[config.mk]
export PLATFORM = sky130hd
export DESIGN_NAME = qrr_sqrt_cell
export DESIGN_NICKNAME = d
export VERILOG_FILES = /design/src/qrr_pkg.sv /design/src/qrr_sqrt_cell.sv
export SDC_FILE = /design/constraint.sdc
export NUM_CORES = 1
export LEC_CHECK = 0
export ABC_CLOCK_PERIOD_IN_PS = 3600
export CORE_UTILIZATION = 35
export CTS_CLUSTER_SIZE = 24
export DETAILED_ROUTE_END_ITERATION = 6
export DONT_BUFFER_PORTS = 1
export SETUP_SLACK_MARGIN = 0.2
export SLEW_MARGIN = 5
export SYNTH_ARGS = -nofsm -noshare
export SYNTH_HDL_FRONTEND = slang
export SYNTH_SLANG_ARGS = --single-unit
[constraint.sdc]
create_clock -name clk -period 3.6 [get_ports clk]
set_input_delay 0.72 -clock clk [delete_from_list [all_inputs] [get_ports clk]]
set_output_delay 0.72 -clock clk [all_outputs]
set_load 0.02 [all_outputs]
[src/qrr_pkg.sv]
package qrr_pkg;

    // Field widths of the coefficient request and the root result.
    localparam int COEF_WIDTH = 16;
    localparam int ROOT_WIDTH = 32;
    localparam int DISC_WIDTH = 32;

    // The square root has 31 result bits and takes two radicand bits per cell.
    localparam int SQ_BITS     = 31;
    localparam int RAD_BITS    = 2 * SQ_BITS;
    localparam int SQ_REM_BITS = SQ_BITS + 2;

    // The divider produces one quotient bit per cell.
    localparam int DIV_Q_BITS = 37;
    localparam int DIV_D_BITS = 18;

    // Saturation limit of a root, held wide enough for any quotient.
    localparam int SAT_BITS = 65;
    localparam logic [SAT_BITS-1:0] ROOT_MAXP =
        (SAT_BITS'(1) << (ROOT_WIDTH - 1)) - SAT_BITS'(1);

    typedef enum logic [1:0] {
        ST_OK       = 2'd0,
        ST_NEG_DISC = 2'd1,
        ST_A_ZERO   = 2'd2,
        ST_SAT      = 2'd3
    } status_t;

    typedef struct packed {
        logic signed [COEF_WIDTH-1:0] coef_a;
        logic signed [COEF_WIDTH-1:0] coef_b;
        logic signed [COEF_WIDTH-1:0] coef_c;
    } coef_req_t;

    typedef struct packed {
        logic signed [ROOT_WIDTH-1:0] root_plus;
        logic signed [ROOT_WIDTH-1:0] root_minus;
        logic signed [DISC_WIDTH-1:0] discriminant;
        status_t                      status;
    } root_rsp_t;

    // Data handed from one square root cell to the next.
    typedef struct packed {
        logic [RAD_BITS-1:0]    rad;
        logic [SQ_REM_BITS-1:0] rem;
        logic [SQ_BITS-1:0]     root;
    } sq_lane_t;

    // Data handed from one divider cell to the next.
    typedef struct packed {
        logic [DIV_Q_BITS-1:0] num;
        logic [DIV_D_BITS-1:0] den;
        logic [DIV_D_BITS-1:0] rem;
        logic [DIV_Q_BITS-1:0] quo;
    } div_lane_t;

    typedef struct packed {
        logic [ROOT_WIDTH-1:0] value;
        logic                  sat;
    } root_sat_t;

    // Apply the sign to a quotient magnitude and clamp it to the root range.
    function automatic root_sat_t sat_root(input logic [DIV_Q_BITS-1:0] q, input logic neg);
        root_sat_t             r;
        logic [SAT_BITS-1:0]   qx;
        logic [SAT_BITS-1:0]   neg_val;
        qx = SAT_BITS'(q);
        r.sat = 1'b0;
        if (!neg)
        begin
            if (qx > ROOT_MAXP)
            begin
                r.sat = 1'b1;
                qx = ROOT_MAXP;
            end
            r.value = qx[ROOT_WIDTH-1:0];
        end
        else
        begin
            if (qx > ROOT_MAXP + SAT_BITS'(1))
            begin
                r.sat = 1'b1;
                qx = ROOT_MAXP + SAT_BITS'(1);
            end
            neg_val = SAT_BITS'(0) - qx;
            r.value = neg_val[ROOT_WIDTH-1:0];
        end
        return r;
    endfunction

endpackage

[src/qrr_sqrt_cell.sv]
module qrr_sqrt_cell (
    input  logic              clk,
    input  logic              en,
    input  qrr_pkg::sq_lane_t lane_in,
    output qrr_pkg::sq_lane_t lane_out
);
    import qrr_pkg::*;

    logic [SQ_REM_BITS+1:0] cur;
    logic [SQ_REM_BITS+1:0] trial;
    logic [SQ_REM_BITS+1:0] diff;
    logic                   ge;
    sq_lane_t               lane_next;
    sq_lane_t               lane_reg;

    // One digit of the restoring square root: bring down two radicand bits
    // and try to subtract four times the root plus one.
    always_comb
    begin
        cur   = {lane_in.rem, lane_in.rad[RAD_BITS-1 -: 2]};
        trial = (SQ_REM_BITS + 2)'({lane_in.root, 2'b01});
        diff  = cur - trial;
        ge    = (cur >= trial);
        lane_next.rad  = lane_in.rad << 2;
        lane_next.rem  = ge ? diff[SQ_REM_BITS-1:0] : cur[SQ_REM_BITS-1:0];
        lane_next.root = {lane_in.root[SQ_BITS-2:0], ge};
    end

    always_ff @(posedge clk)
    begin
        if (en)
        begin
            lane_reg <= lane_next;
        end
    end

    assign lane_out = lane_reg;

endmodule

Word level (Yosys, flattened, before mapping)
Index checks and enable logic that the tools add are counted.
W data, S select, Z words.
{ "op_classes": {"n_addsub": 1, "magnitude_cmp": 1, "muxes": 1} }
{ "ops": {"columns": ["cell", "count"], "rows": [
  ["$ge A35 B33 Y1", 1],
  ["$mux W33", 1],
  ["$sub A33 B33 Y33", 1]
]} }
{ "word_totals": {"ff_bits": 124, "inputBits": 128, "output_inout_bits": 126, "word_cells": 6} }

Longest topological paths before layout
{ "depth": {"depth_word": 2, "depth_mapped": 14, "depth_no_buf": 10} }

Worst setup path after synthesis
Ideal clock, no wire load.
{ "synth_path": {"path_type": "input -> register", "from": "input port lane_in[30] (netlist name)", "to": "register lane_reg (netlist bit lane_out[40]), data pin", "setup_ps": 260, "t_arrival_ps": 2885, "required_ps": 3340, "slack_ps": 455, "cell_stages": 12, "path_buffers": 3, "path_cell_list": "inv_1 > ha_1 > nor3b_2 > nand4_1 > or4_1 > o21a_1 > buf_6 > o21a_4 > buf_12 > inv_12 > buf_12 > mux2_4"} }
{ "synth_lines": {"columns": ["item", "line", "rtl"], "rows": [
  ["from (decl)", "qrr_sqrt_cell.sv:4", "input qrr_pkg::sq_lane_t lane_in,"],
  ["to (signal assigned)", "qrr_sqrt_cell.sv:33", "lane_reg <= lane_next;"],
  ["to (decl)", "qrr_sqrt_cell.sv:14", "sq_lane_t lane_reg;"]
]} }

==> impl.org <==
** Synth
- Sorting the synthesized cells by area gives the leading types as sky130_fd_sc_hd__edfxtp_1 57%, sky130_fd_sc_hd__ha_1 6.4%, sky130_fd_sc_hd__mux2_4 4.2%, sky130_fd_sc_hd__xnor2_1 3.0%, sky130_fd_sc_hd__inv_1 2.9%.
- Yosys mapped a number of flops with a built-in enable equal to 124.
- Synth warn :: 0
- Among all flip-flop cells after synthesis, the most frequent one is sky130_fd_sc_hd__edfxtp_1.
- By instance count, the leading cell after synthesis is sky130_fd_sc_hd__edfxtp_1.
- Dominant cell type by area after synthesis :: sky130_fd_sc_hd__edfxtp_1
- After synthesis, the most frequently instantiated cells are 124 x sky130_fd_sc_hd__edfxtp_1, 50 x sky130_fd_sc_hd__inv_1, 37 x sky130_fd_sc_hd__a21oi_1.
- Synthesis instantiated 60 different standard cells from the library.
- Summing the sequential cell areas from Yosys gives 57.4% of the chip area.
- Average cell area after synthesis :: 12.7 sq um
- Top-area cell type share of the netlist area :: 57.4%
- The synthesized netlist occupies a cell area of 0.00649 sq mm.
- Synth async-reset ratio :: 0%
- Number of cells produced by synthesis :: 513
- Total of flip-flops plus latches after synthesis :: 124

** Layout
- Compared with the post-synthesis result, the final layout area differs by 13.2%.
- Flip-flop count of the largest register after layout :: 124
- Final core utilization :: 40.6%
- 0 antenna diodes ended up in the layout.
- Share of cells above drive strength 1 :: 14.3%
- The finished cells cover 0.00735 sq mm.
- Final Net Count :: 688

** Critical path
- By startpoint and endpoint, the worst setup path is classified as input port to register.
- Of all nets on the critical path, the largest fanout is 26.
- Critical path data arrival time :: 3.15 ns
- For this run, the slowest stage of the critical path takes 0.37 ns.
- Count of buffer and inverter cells on the critical path :: 2
- Critical Path Start Type :: input port
- For this design, the slowest cell found on the critical path is sky130_fd_sc_hd__a41oi_4.
- Cell Chain, Critical Path :: inv_1, ha_1, a21oi_1, o21ai_0, a21oi_1, o2111ai_2, a41oi_4, o21a_4, inv_12, mux2_4
- Category of the worst setup path capture point :: register
- For the worst setup path, the data required time is 3.76 ns.
- Crit path max-delay family :: compound AO/OA/AOI/OAI gates
- Critical path's most frequent cell :: sky130_fd_sc_hd__a21oi_1

** STA
- Total of endpoints with negative setup slack in the final report :: 0
- Portion of the clock cycle consumed by the worst path in the final layout :: 82.9%
- In this run the tightest slew margin relative to its limit is 55.1%.
- The final number of max-transition violations came to 0.
- Derived from the worst setup path, the maximum achievable clock frequency is 335 MHz.
- Tightest Pin Transition :: 0.657 ns
- Min Tclk post-route :: 2.99 ns
- Setup repair after global routing left no endpoint under its margin.
- Setup TNS after final layout :: 0 ns
- The number of hold violations in the final report came to 0.

** Pwr
- Total power for the finished layout comes to 0.00442 W.
- For this design the static power due to leakage is 2.79 nW.
- Maximum VDD drop :: 0.000257 V
- For this design the ratio of total power to cell area is 602 mW/mm^2.

** Detailed routing
- Using the TritonRoute via totals, the vias-per-cell ratio works out to 5.38.
- DR iter-0 viols :: 241
- In the routed design, unresolved DRC markers number 50.
- Detail Route Antenna Nets :: 0
- After detailed routing, the average wire length per cell comes to 21.6 um.
- DRT Pass-1 Iters :: 7
- Summed over all layers, the routed wires come to 16600 um.
- Total via count in the routed design :: 4135

** Die
- The die is 138 um tall.
- Once the floorplan was initialized, standard cells occupied 35.9% of the core.
- Number of ports placed on the die boundary :: 254
- Floorplan die width :: 138 um
- Total die area :: 0.0191 sq mm
- After floorplanning, the core was divided into 49 placement rows.
- The core region is 0.0181 sq mm.

** Global route
- Entering global routing, the biggest net connects 125 pins.
- The via count of the first global-routing pass came to 4166.
- The first global-routing pass estimated 24800 um of wire.
- Number of antenna violations at the first check in global routing :: 0
- Across every metal layer, demand over resource in global routing totals 17.7%.
- After global routing the overflow that remains totals 0.

** Place
- Detailed placement finished with a half-perimeter wire length of 12700 um.
- Number of buffer cells added on primary ports :: 0
- The placed instances occupy a cell area of 0.00671 sq mm.
- Final weighted congestion in routability-driven placement :: 0.851

** Clocking
- Post CTS Setup Buffer Count :: 0
- Post-CTS repair changed the size of 0 cells.
- H-tree levels :: 4
- Clock-pin slew was measured on the worst setup and hold paths at 0.06 ns.
- Buffers inserted to repair hold after CTS numbered 0.
- CTS root buf :: sky130_fd_sc_hd__clkbuf_16
- Inserted Clock Buffers :: 17
- CTS Sinks :: 124
- No sink is reached through more buffers than the 2 on the longest clock path.
- Clock tree from TritonCTS :: yes

** Run
- Across the run, the number of max-cap violations was 0.

** Outcome
- Violated checks :: design-rule violations
- The flow ran to the end, but the final reports show violations.

** Min path
- Path type of the worst min-delay path :: input port to register
-- metrics by stage --
step | worst slack (ns) | instances | hold WS, ns
finish | 0.615 | 769 | 0.396
floorplan | 0.455 | 514 | 0.819
CTS | 0.599 | 769 | 0.375
global placement | 0.234 | 737 | 0.819
detailed placement | 0.171 | 737 | 0.819
global route | 0.417 | 769 | 0.369
-- report_power, final --
part           internal, W  switching (W)  total (W)  leakage, nW
registers          0.00178       0.000248    0.00203         1.21
clock network      0.00118       0.000672    0.00185        0.306
logic             0.000250       0.000294   0.000544         1.27
-- logic make-up after synthesis --
group           count (synthesis)  synth area share (%)
flops                         124                  57.4
fa+ha+maj                      33                  6.36
compound gates                127                  13.6
simple gates                  111                  8.37
other cells                     1                0.0578
mux                            28                  5.82
xor+xnor                       24                  3.24
buf+inv                        65                  5.15
-- cell type report --
cell class	count	area (sq um)
Fill cell	1671	10700
Inverter	51	204
Tap cell	229	287
Multi-Input combinational cell	325	2440
Clock buffer	18	429
Timing Repair Buffer	8	60.1
Sequential cell	124	3720
Clock inverter	14	210
-- final timing paths --
check         from      endpoint  slack (ns)  cells after the start
max    lane_in[16]  lane_out[52]        0.61                     10
min     lane_in[0]   lane_out[1]        0.40                      0
-- cells in the final DEF, fill, tap and decap left out, drive strengths merged, types with 18 or more instances in the layout --
cell type and instances:
a21oi 41, clkbuf 18, edfxtp 124, ha 33
inv 56, mux2 24, nand2 30, nor2 27
o21ai 23, xnor2 22
-- metal layers --
metal	share of wire [%]	GRT usage (%)
met5	0	0
met4	3.7	10.3
met3	8.7	7.03
met2	50	30.4
met1	37	18.4
Note: power is estimated with default switching activity, not from simulation.
