===== src/qrr_pkg.sv =====
package qrr_pkg;

    // Field widths of the coefficient request and the root result.
    localparam int COEF_WIDTH = 16;
    localparam int ROOT_WIDTH = 32;
    localparam int DISC_WIDTH = 32;

    // The square root has 31 result bits and takes two radicand bits per cell.
    localparam int SQ_BITS     = 31;
    localparam int RAD_BITS    = 2 * SQ_BITS;
    localparam int SQ_REM_BITS = SQ_BITS + 2;

    // The divider produces one quotient bit per cell.
    localparam int DIV_Q_BITS = 37;
    localparam int DIV_D_BITS = 18;

    // Saturation limit of a root, held wide enough for any quotient.
    localparam int SAT_BITS = 65;
    localparam logic [SAT_BITS-1:0] ROOT_MAXP =
        (SAT_BITS'(1) << (ROOT_WIDTH - 1)) - SAT_BITS'(1);

    typedef enum logic [1:0] {
        ST_OK       = 2'd0,
        ST_NEG_DISC = 2'd1,
        ST_A_ZERO   = 2'd2,
        ST_SAT      = 2'd3
    } status_t;

    typedef struct packed {
        logic signed [COEF_WIDTH-1:0] coef_a;
        logic signed [COEF_WIDTH-1:0] coef_b;
        logic signed [COEF_WIDTH-1:0] coef_c;
    } coef_req_t;

    typedef struct packed {
        logic signed [ROOT_WIDTH-1:0] root_plus;
        logic signed [ROOT_WIDTH-1:0] root_minus;
        logic signed [DISC_WIDTH-1:0] discriminant;
        status_t                      status;
    } root_rsp_t;

    // Data handed from one square root cell to the next.
    typedef struct packed {
        logic [RAD_BITS-1:0]    rad;
        logic [SQ_REM_BITS-1:0] rem;
        logic [SQ_BITS-1:0]     root;
    } sq_lane_t;

    // Data handed from one divider cell to the next.
    typedef struct packed {
        logic [DIV_Q_BITS-1:0] num;
        logic [DIV_D_BITS-1:0] den;
        logic [DIV_D_BITS-1:0] rem;
        logic [DIV_Q_BITS-1:0] quo;
    } div_lane_t;

    typedef struct packed {
        logic [ROOT_WIDTH-1:0] value;
        logic                  sat;
    } root_sat_t;

    // Apply the sign to a quotient magnitude and clamp it to the root range.
    function automatic root_sat_t sat_root(input logic [DIV_Q_BITS-1:0] q, input logic neg);
        root_sat_t             r;
        logic [SAT_BITS-1:0]   qx;
        logic [SAT_BITS-1:0]   neg_val;
        qx = SAT_BITS'(q);
        r.sat = 1'b0;
        if (!neg)
        begin
            if (qx > ROOT_MAXP)
            begin
                r.sat = 1'b1;
                qx = ROOT_MAXP;
            end
            r.value = qx[ROOT_WIDTH-1:0];
        end
        else
        begin
            if (qx > ROOT_MAXP + SAT_BITS'(1))
            begin
                r.sat = 1'b1;
                qx = ROOT_MAXP + SAT_BITS'(1);
            end
            neg_val = SAT_BITS'(0) - qx;
            r.value = neg_val[ROOT_WIDTH-1:0];
        end
        return r;
    endfunction

endpackage


===== src/qrr_div_cell.sv =====
module qrr_div_cell (
    input  logic               clk,
    input  logic               en,
    input  qrr_pkg::div_lane_t lane_in,
    output qrr_pkg::div_lane_t lane_out
);
    import qrr_pkg::*;

    logic [DIV_D_BITS:0] cur;
    logic [DIV_D_BITS:0] diff;
    logic                ge;
    div_lane_t           lane_next;
    div_lane_t           lane_reg;

    // One step of restoring division: shift in the next numerator bit and
    // subtract the divisor when it fits.
    always_comb
    begin
        cur  = {lane_in.rem, lane_in.num[DIV_Q_BITS-1]};
        diff = cur - {1'b0, lane_in.den};
        ge   = (cur >= {1'b0, lane_in.den});
        lane_next.num = lane_in.num << 1;
        lane_next.den = lane_in.den;
        lane_next.rem = ge ? diff[DIV_D_BITS-1:0] : cur[DIV_D_BITS-1:0];
        lane_next.quo = {lane_in.quo[DIV_Q_BITS-2:0], ge};
    end

    always_ff @(posedge clk)
    begin
        if (en)
        begin
            lane_reg <= lane_next;
        end
    end

    assign lane_out = lane_reg;

endmodule

===== config.mk =====
export PLATFORM = sky130hd
export DESIGN_NAME = qrr_div_cell
export DESIGN_NICKNAME = d
export VERILOG_FILES = /design/src/qrr_pkg.sv /design/src/qrr_div_cell.sv
export SDC_FILE = /design/constraint.sdc
export NUM_CORES = 1
export LEC_CHECK = 0
export BUFFER_PORTS_ARGS = -buffer_cell sky130_fd_sc_hd__clkbuf_2
export CELL_PAD_IN_SITES_DETAIL_PLACEMENT = 1
export CELL_PAD_IN_SITES_GLOBAL_PLACEMENT = 2
export CORE_UTILIZATION = 32
export CTS_BUF_LIST = sky130_fd_sc_hd__clkbuf_16
export CTS_CLUSTER_SIZE = 28
export DETAILED_ROUTE_END_ITERATION = 6
export PLACE_DENSITY_LB_ADDON = 0.1
export SLEW_MARGIN = 20
export SYNTH_ARGS = -nofsm -noshare
export SYNTH_HDL_FRONTEND = slang
export SYNTH_SLANG_ARGS = --single-unit

===== constraint.sdc =====
create_clock -name clk -period 4.5 [get_ports clk]
set_clock_uncertainty 0.1 [all_clocks]
set_input_delay 0.9 -clock clk [delete_from_list [all_inputs] [get_ports clk]]
set_output_delay 0.9 -clock clk [all_outputs]
set_load 0.1 [all_outputs]

After elaboration in Yosys (flattened, before gate mapping)

Index checks and enable logic that the tools add are counted.
Widths: inputs -> output; s select.

Flip-flop bits (word level): 109
Latch bits: 0
RAM bits: 0
Memory bits (read-only): 0
Input port bits: 112
Output and inout bits: 110
Logic and storage cells: 7
Memories: 0

Add/sub/neg operators: 1
Multiply operators: 0
Div/mod/pow operators: 0
Order comparisons: 1
Equality and inequality tests: 0
Shifts and indexed selects: 0
Mux-type cells: 1
Bitwise gates (word level): 0
Reduce and logical (&&, ||, !) cells: 0

Operator list:

| kind           | number |
|---|---|
| $ge 19x18->1   | 1 |
| $mux 18        | 1 |
| $sub 18x18->18 | 1 |

Depth between registers and ports, before layout

Word-level depth: 2
Depth in mapped cells: 11

Least setup slack after synthesis

OpenSTA, ideal clock, no wires.

Path kind: input-to-reg
Start point: input lane_in[59] in the netlist's numbering
End point: register lane_reg (netlist bit lane_out[47]) (data pin)
Library setup time: 260 ps
Arrival: 2,875 ps
Required time: 4,140 ps
Slack: 1,265 ps
Stages on the path: 10
Path buffers: 2
Cell sequence: inv_1 -> ha_1 -> a21o_1 -> a31oi_1 -> a211oi_2 -> nor3_2 -> o211a_1 -> buf_6 -> buf_12 -> mux2_4

RTL lines:

| element              | RTL line           | RTL |
|---|---|---|
| start, declared      | qrr_div_cell.sv:4  | `input qrr_pkg::div_lane_t lane_in,` |
| end signal, assigned | qrr_div_cell.sv:32 | `lane_reg <= lane_next;` |
| end, declared        | qrr_div_cell.sv:13 | `div_lane_t lane_reg;` |

==> results by group <==
Clock network
  • Buffer depth of the longest clock path: 2
  • H-tree depth: 3
  • Post-CTS setup buffers: 0
  • Post_cts resized: 0
  • Clock-pin transition on the worst setup and hold timing paths: 80 ps
  • Num Clock Sinks: 109
  • Cts bufs inserted: 9
  • CTS tree: done
  • Number of hold buffers added after CTS: 0
  • CTS Root Cell: clkbuf_16

Die
  • Die ar.: 0.0150 sq mm
  • Die X: 122 microns
  • Die Y-Extent: 122 microns
  • Ports: 222
  • Core area: 0.0140 sq mm
  • Std-Cell Rows: 43
  • Starting Density: 33.1%

Yosys
  • Number of synthesized register bits: 109
  • Post-Synthesis Cells: 292
  • Asr flop ratio synth: 0%
  • Ys flop type: edfxtp_1
  • Sequential-to-total area share from yosys stat: 70.5%
  • Synth top area cells: edfxtp_1 70%, ha_1 4.8%, mux2_2 2.4%, mux2_4 1.9%, inv_1 1.9%
  • Mean Syn Cell Area: 15.9 sq um
  • Post-synth EDFFs: 109
  • Synth area leader: edfxtp_1
  • Syn Std Cell Area: 0.00465 sq mm
  • Distinct cells, synth: 51
  • Syn_nets: 423
  • Synth top area share: 70.5%
  • Synth Warn #: 0

Pwr
  • Tot Pwr: 3100 uW
  • Leakage Power: 0.00279 uW
  • PwrDens: 498 mW/mm^2
  • Maximum VDD drop: 199 uV

Worst setup path
  • Worst-path maximum fanout: 4
  • WP data required: 4510 ps
  • Slowest Stage Delay on Critical Path: 440 ps
  • Cell mode on critical path: inv_1
  • Worst path cell trace: clkbuf_2 -> inv_1 -> ha_1 -> inv_1 -> fa_1 -> a21o_1 -> a221oi_2 -> o21ai_1 -> a311oi_1 -> xnor2_1 -> mux2_4
  • Slowest library cell on the worst path: a311oi_1
  • Setup CP Type: input port to flip-flop
  • CP Launch Type: input port
  • CP Capture Type: flip-flop
  • WP data arrival: 3340 ps
  • CP Launch Point: lane_in[109]

Timing
  • Hold Vio Cnt, Final: 0
  • Post-route setup slack: 1180 ps
  • Slew Viols, Final: 0
  • RSZ-0062 raised after global routing: false
  • Crit path time final: 3320 ps
  • Tcrit/Tclk final: 73.9%
  • Max Freq: 301 MHz
  • Slew HR: 59.0%
  • Total negative slack: 0 ps
  • Number of setup violations in the final report: 0
  • Slew @ Worst Pin: 614 ps

Cells and area
  • Max FFs per register: 109
  • Layout cell share with drive strength beyond 1: 50.4%
  • Nets@finish: 649
  • Filler cells: 1,511
  • Final std cells w/o fill: 702
  • Antenna cells: 0
  • Reg area: 0.00327 sq mm
  • Final core occ: 44.3%
  • Multi-input gate area: 0.00121 sq mm
  • Area Overhead vs Synth: 33.8%

Drt
  • Pre-Repair DR Iteration Count: 5
  • DRT Wirelength: 11,200 microns
  • Via count: 3,242
  • Post-route ant nets: 0
  • Drt via density: 4.62
  • Drt drc: 0
  • First DRT Iteration DRCs: 182
  • Wire per inst: 15.9 microns

Global route
  • First-pass GRT wire length: 16,300 microns
  • GRT Overall Usage: 14.6%
  • Largest net degree at the start of global routing: 47
  • Number of global-route vias before repair: 3,196
  • Congestion Overflow GR: 0
  • Initial antenna violation count: 0

Placement
  • GPL Wtd Cong: 0.754
  • Detailed Place HPWL: 8550 microns
  • IO buf count: 219
  • Setup WS pre-CTS: 755 ps
  • Placed Cells: 687

Flow run
  • Max cap viols: 0

Min path
  • Tightest Hold Check Type: input port to flip-flop
  • Hold Crit Start: lane_in[29]

Outcome
  • Status: complete, no violations
[critical path, delay by kind of cell]
kind            cells  cell delay (ps)
mux                 1              270
compound gates      4             1270
xor+xnor            1              110
fa+ha+maj           2              590
buf+inv             3              200
[layout by cell type (no fill, tap or decap), drive strengths merged, types with 2 or more instances in the layout]
master | Yosys | layout
a211oi | 4 | 4
a21o | 6 | 6
a21oi | 9 | 9
a311oi | 3 | 3
a31oi | 4 | 4
and3 | 3 | 3
buf | 6 | 4
clkbuf | 1 | 227
clkinvlp | 0 | 2
edfxtp | 109 | 109
ha | 18 | 18
inv | 23 | 25
mux2 | 16 | 16
mux2i | 3 | 3
nand2 | 16 | 16
nand2b | 2 | 2
nand3 | 6 | 6
nand4 | 2 | 2
nor2 | 14 | 14
nor2b | 2 | 2
nor3 | 5 | 5
o211a | 3 | 3
o21a | 2 | 2
o21ai | 7 | 7
or3 | 2 | 2
xnor2 | 7 | 7
xor2 | 3 | 3
[stage by stage]
step	cell area, sq um	hold WS (ps)
after floorplan	4650	899
after global placement	5920	977
after detailed placement	5920	979
after CTS	6210	602
after global routing	6210	601
final	6210	617
[power breakdown]
| group | switching (uW) | total (uW) | internal, uW |
|---|---|---|---|
| clock network | 376 | 810 | 434 |
| logic | 849 | 1040 | 189 |
| registers | 23.6 | 1250 | 1230 |
| total | 1250 | 3100 | 1850 |
[synthesized netlist by cell type, types with 2 or more instances]
| cell type | number |
|---|---|
| a211oi_1 | 3 |
| a21o_1 | 5 |
| a21oi_1 | 9 |
| a311oi_1 | 3 |
| a31oi_1 | 4 |
| and3_1 | 2 |
| buf_4 | 2 |
| buf_6 | 3 |
| edfxtp_1 | 109 |
| ha_1 | 18 |
| inv_1 | 23 |
| mux2_2 | 10 |
| mux2_4 | 6 |
| mux2i_1 | 3 |
| nand2_1 | 16 |
| nand2b_1 | 2 |
| nand3_1 | 6 |
| nor2_1 | 14 |
| nor2b_1 | 2 |
| nor3_1 | 4 |
| o211a_1 | 3 |
| o21a_1 | 2 |
| o21ai_0 | 6 |
| or3_2 | 2 |
| xnor2_1 | 7 |
| xor2_1 | 3 |
[layer usage]
metal	global-route usage, %	wire length (microns)	up-vias
met2	23.1	5340	136
li1	-	-	1555
met5	0	0	-
met4	6.33	200	0
met3	4.69	926	18
met1	18.2	4710	1533
[logic make-up after synthesis]
| kind of cell | count (synthesis) | share of synthesized area [%] |
|---|---|---|
| AOI/OAI and AO/OA | 48 | 7.59 |
| xor gates and xnor gates | 10 | 1.89 |
| adders and majority gates | 19 | 5.28 |
| buffers and inverters | 30 | 3.42 |
| DFF | 109 | 70.5 |
| muxes | 19 | 5.01 |
| other | 1 | 0.0807 |
| and+or+nand+nor | 56 | 6.28 |
[area by class of cell]
class                      count  area share [%]
clock inverter                 6            1.13
tap                          180            3.62
inverter                      23            1.39
multi-input combinational    153            19.5
clock buffer                   9            3.62
timing repair buffer         222            18.0
sequential                   109            52.7
[path summary, 6_finish.rpt]
path,to,slack (ps),cells after the start
worst max-delay path,lane_out[49],1180,11
worst min-delay path,lane_out[30],620,1
No activity file was read; power rests on OpenSTA's default activity.
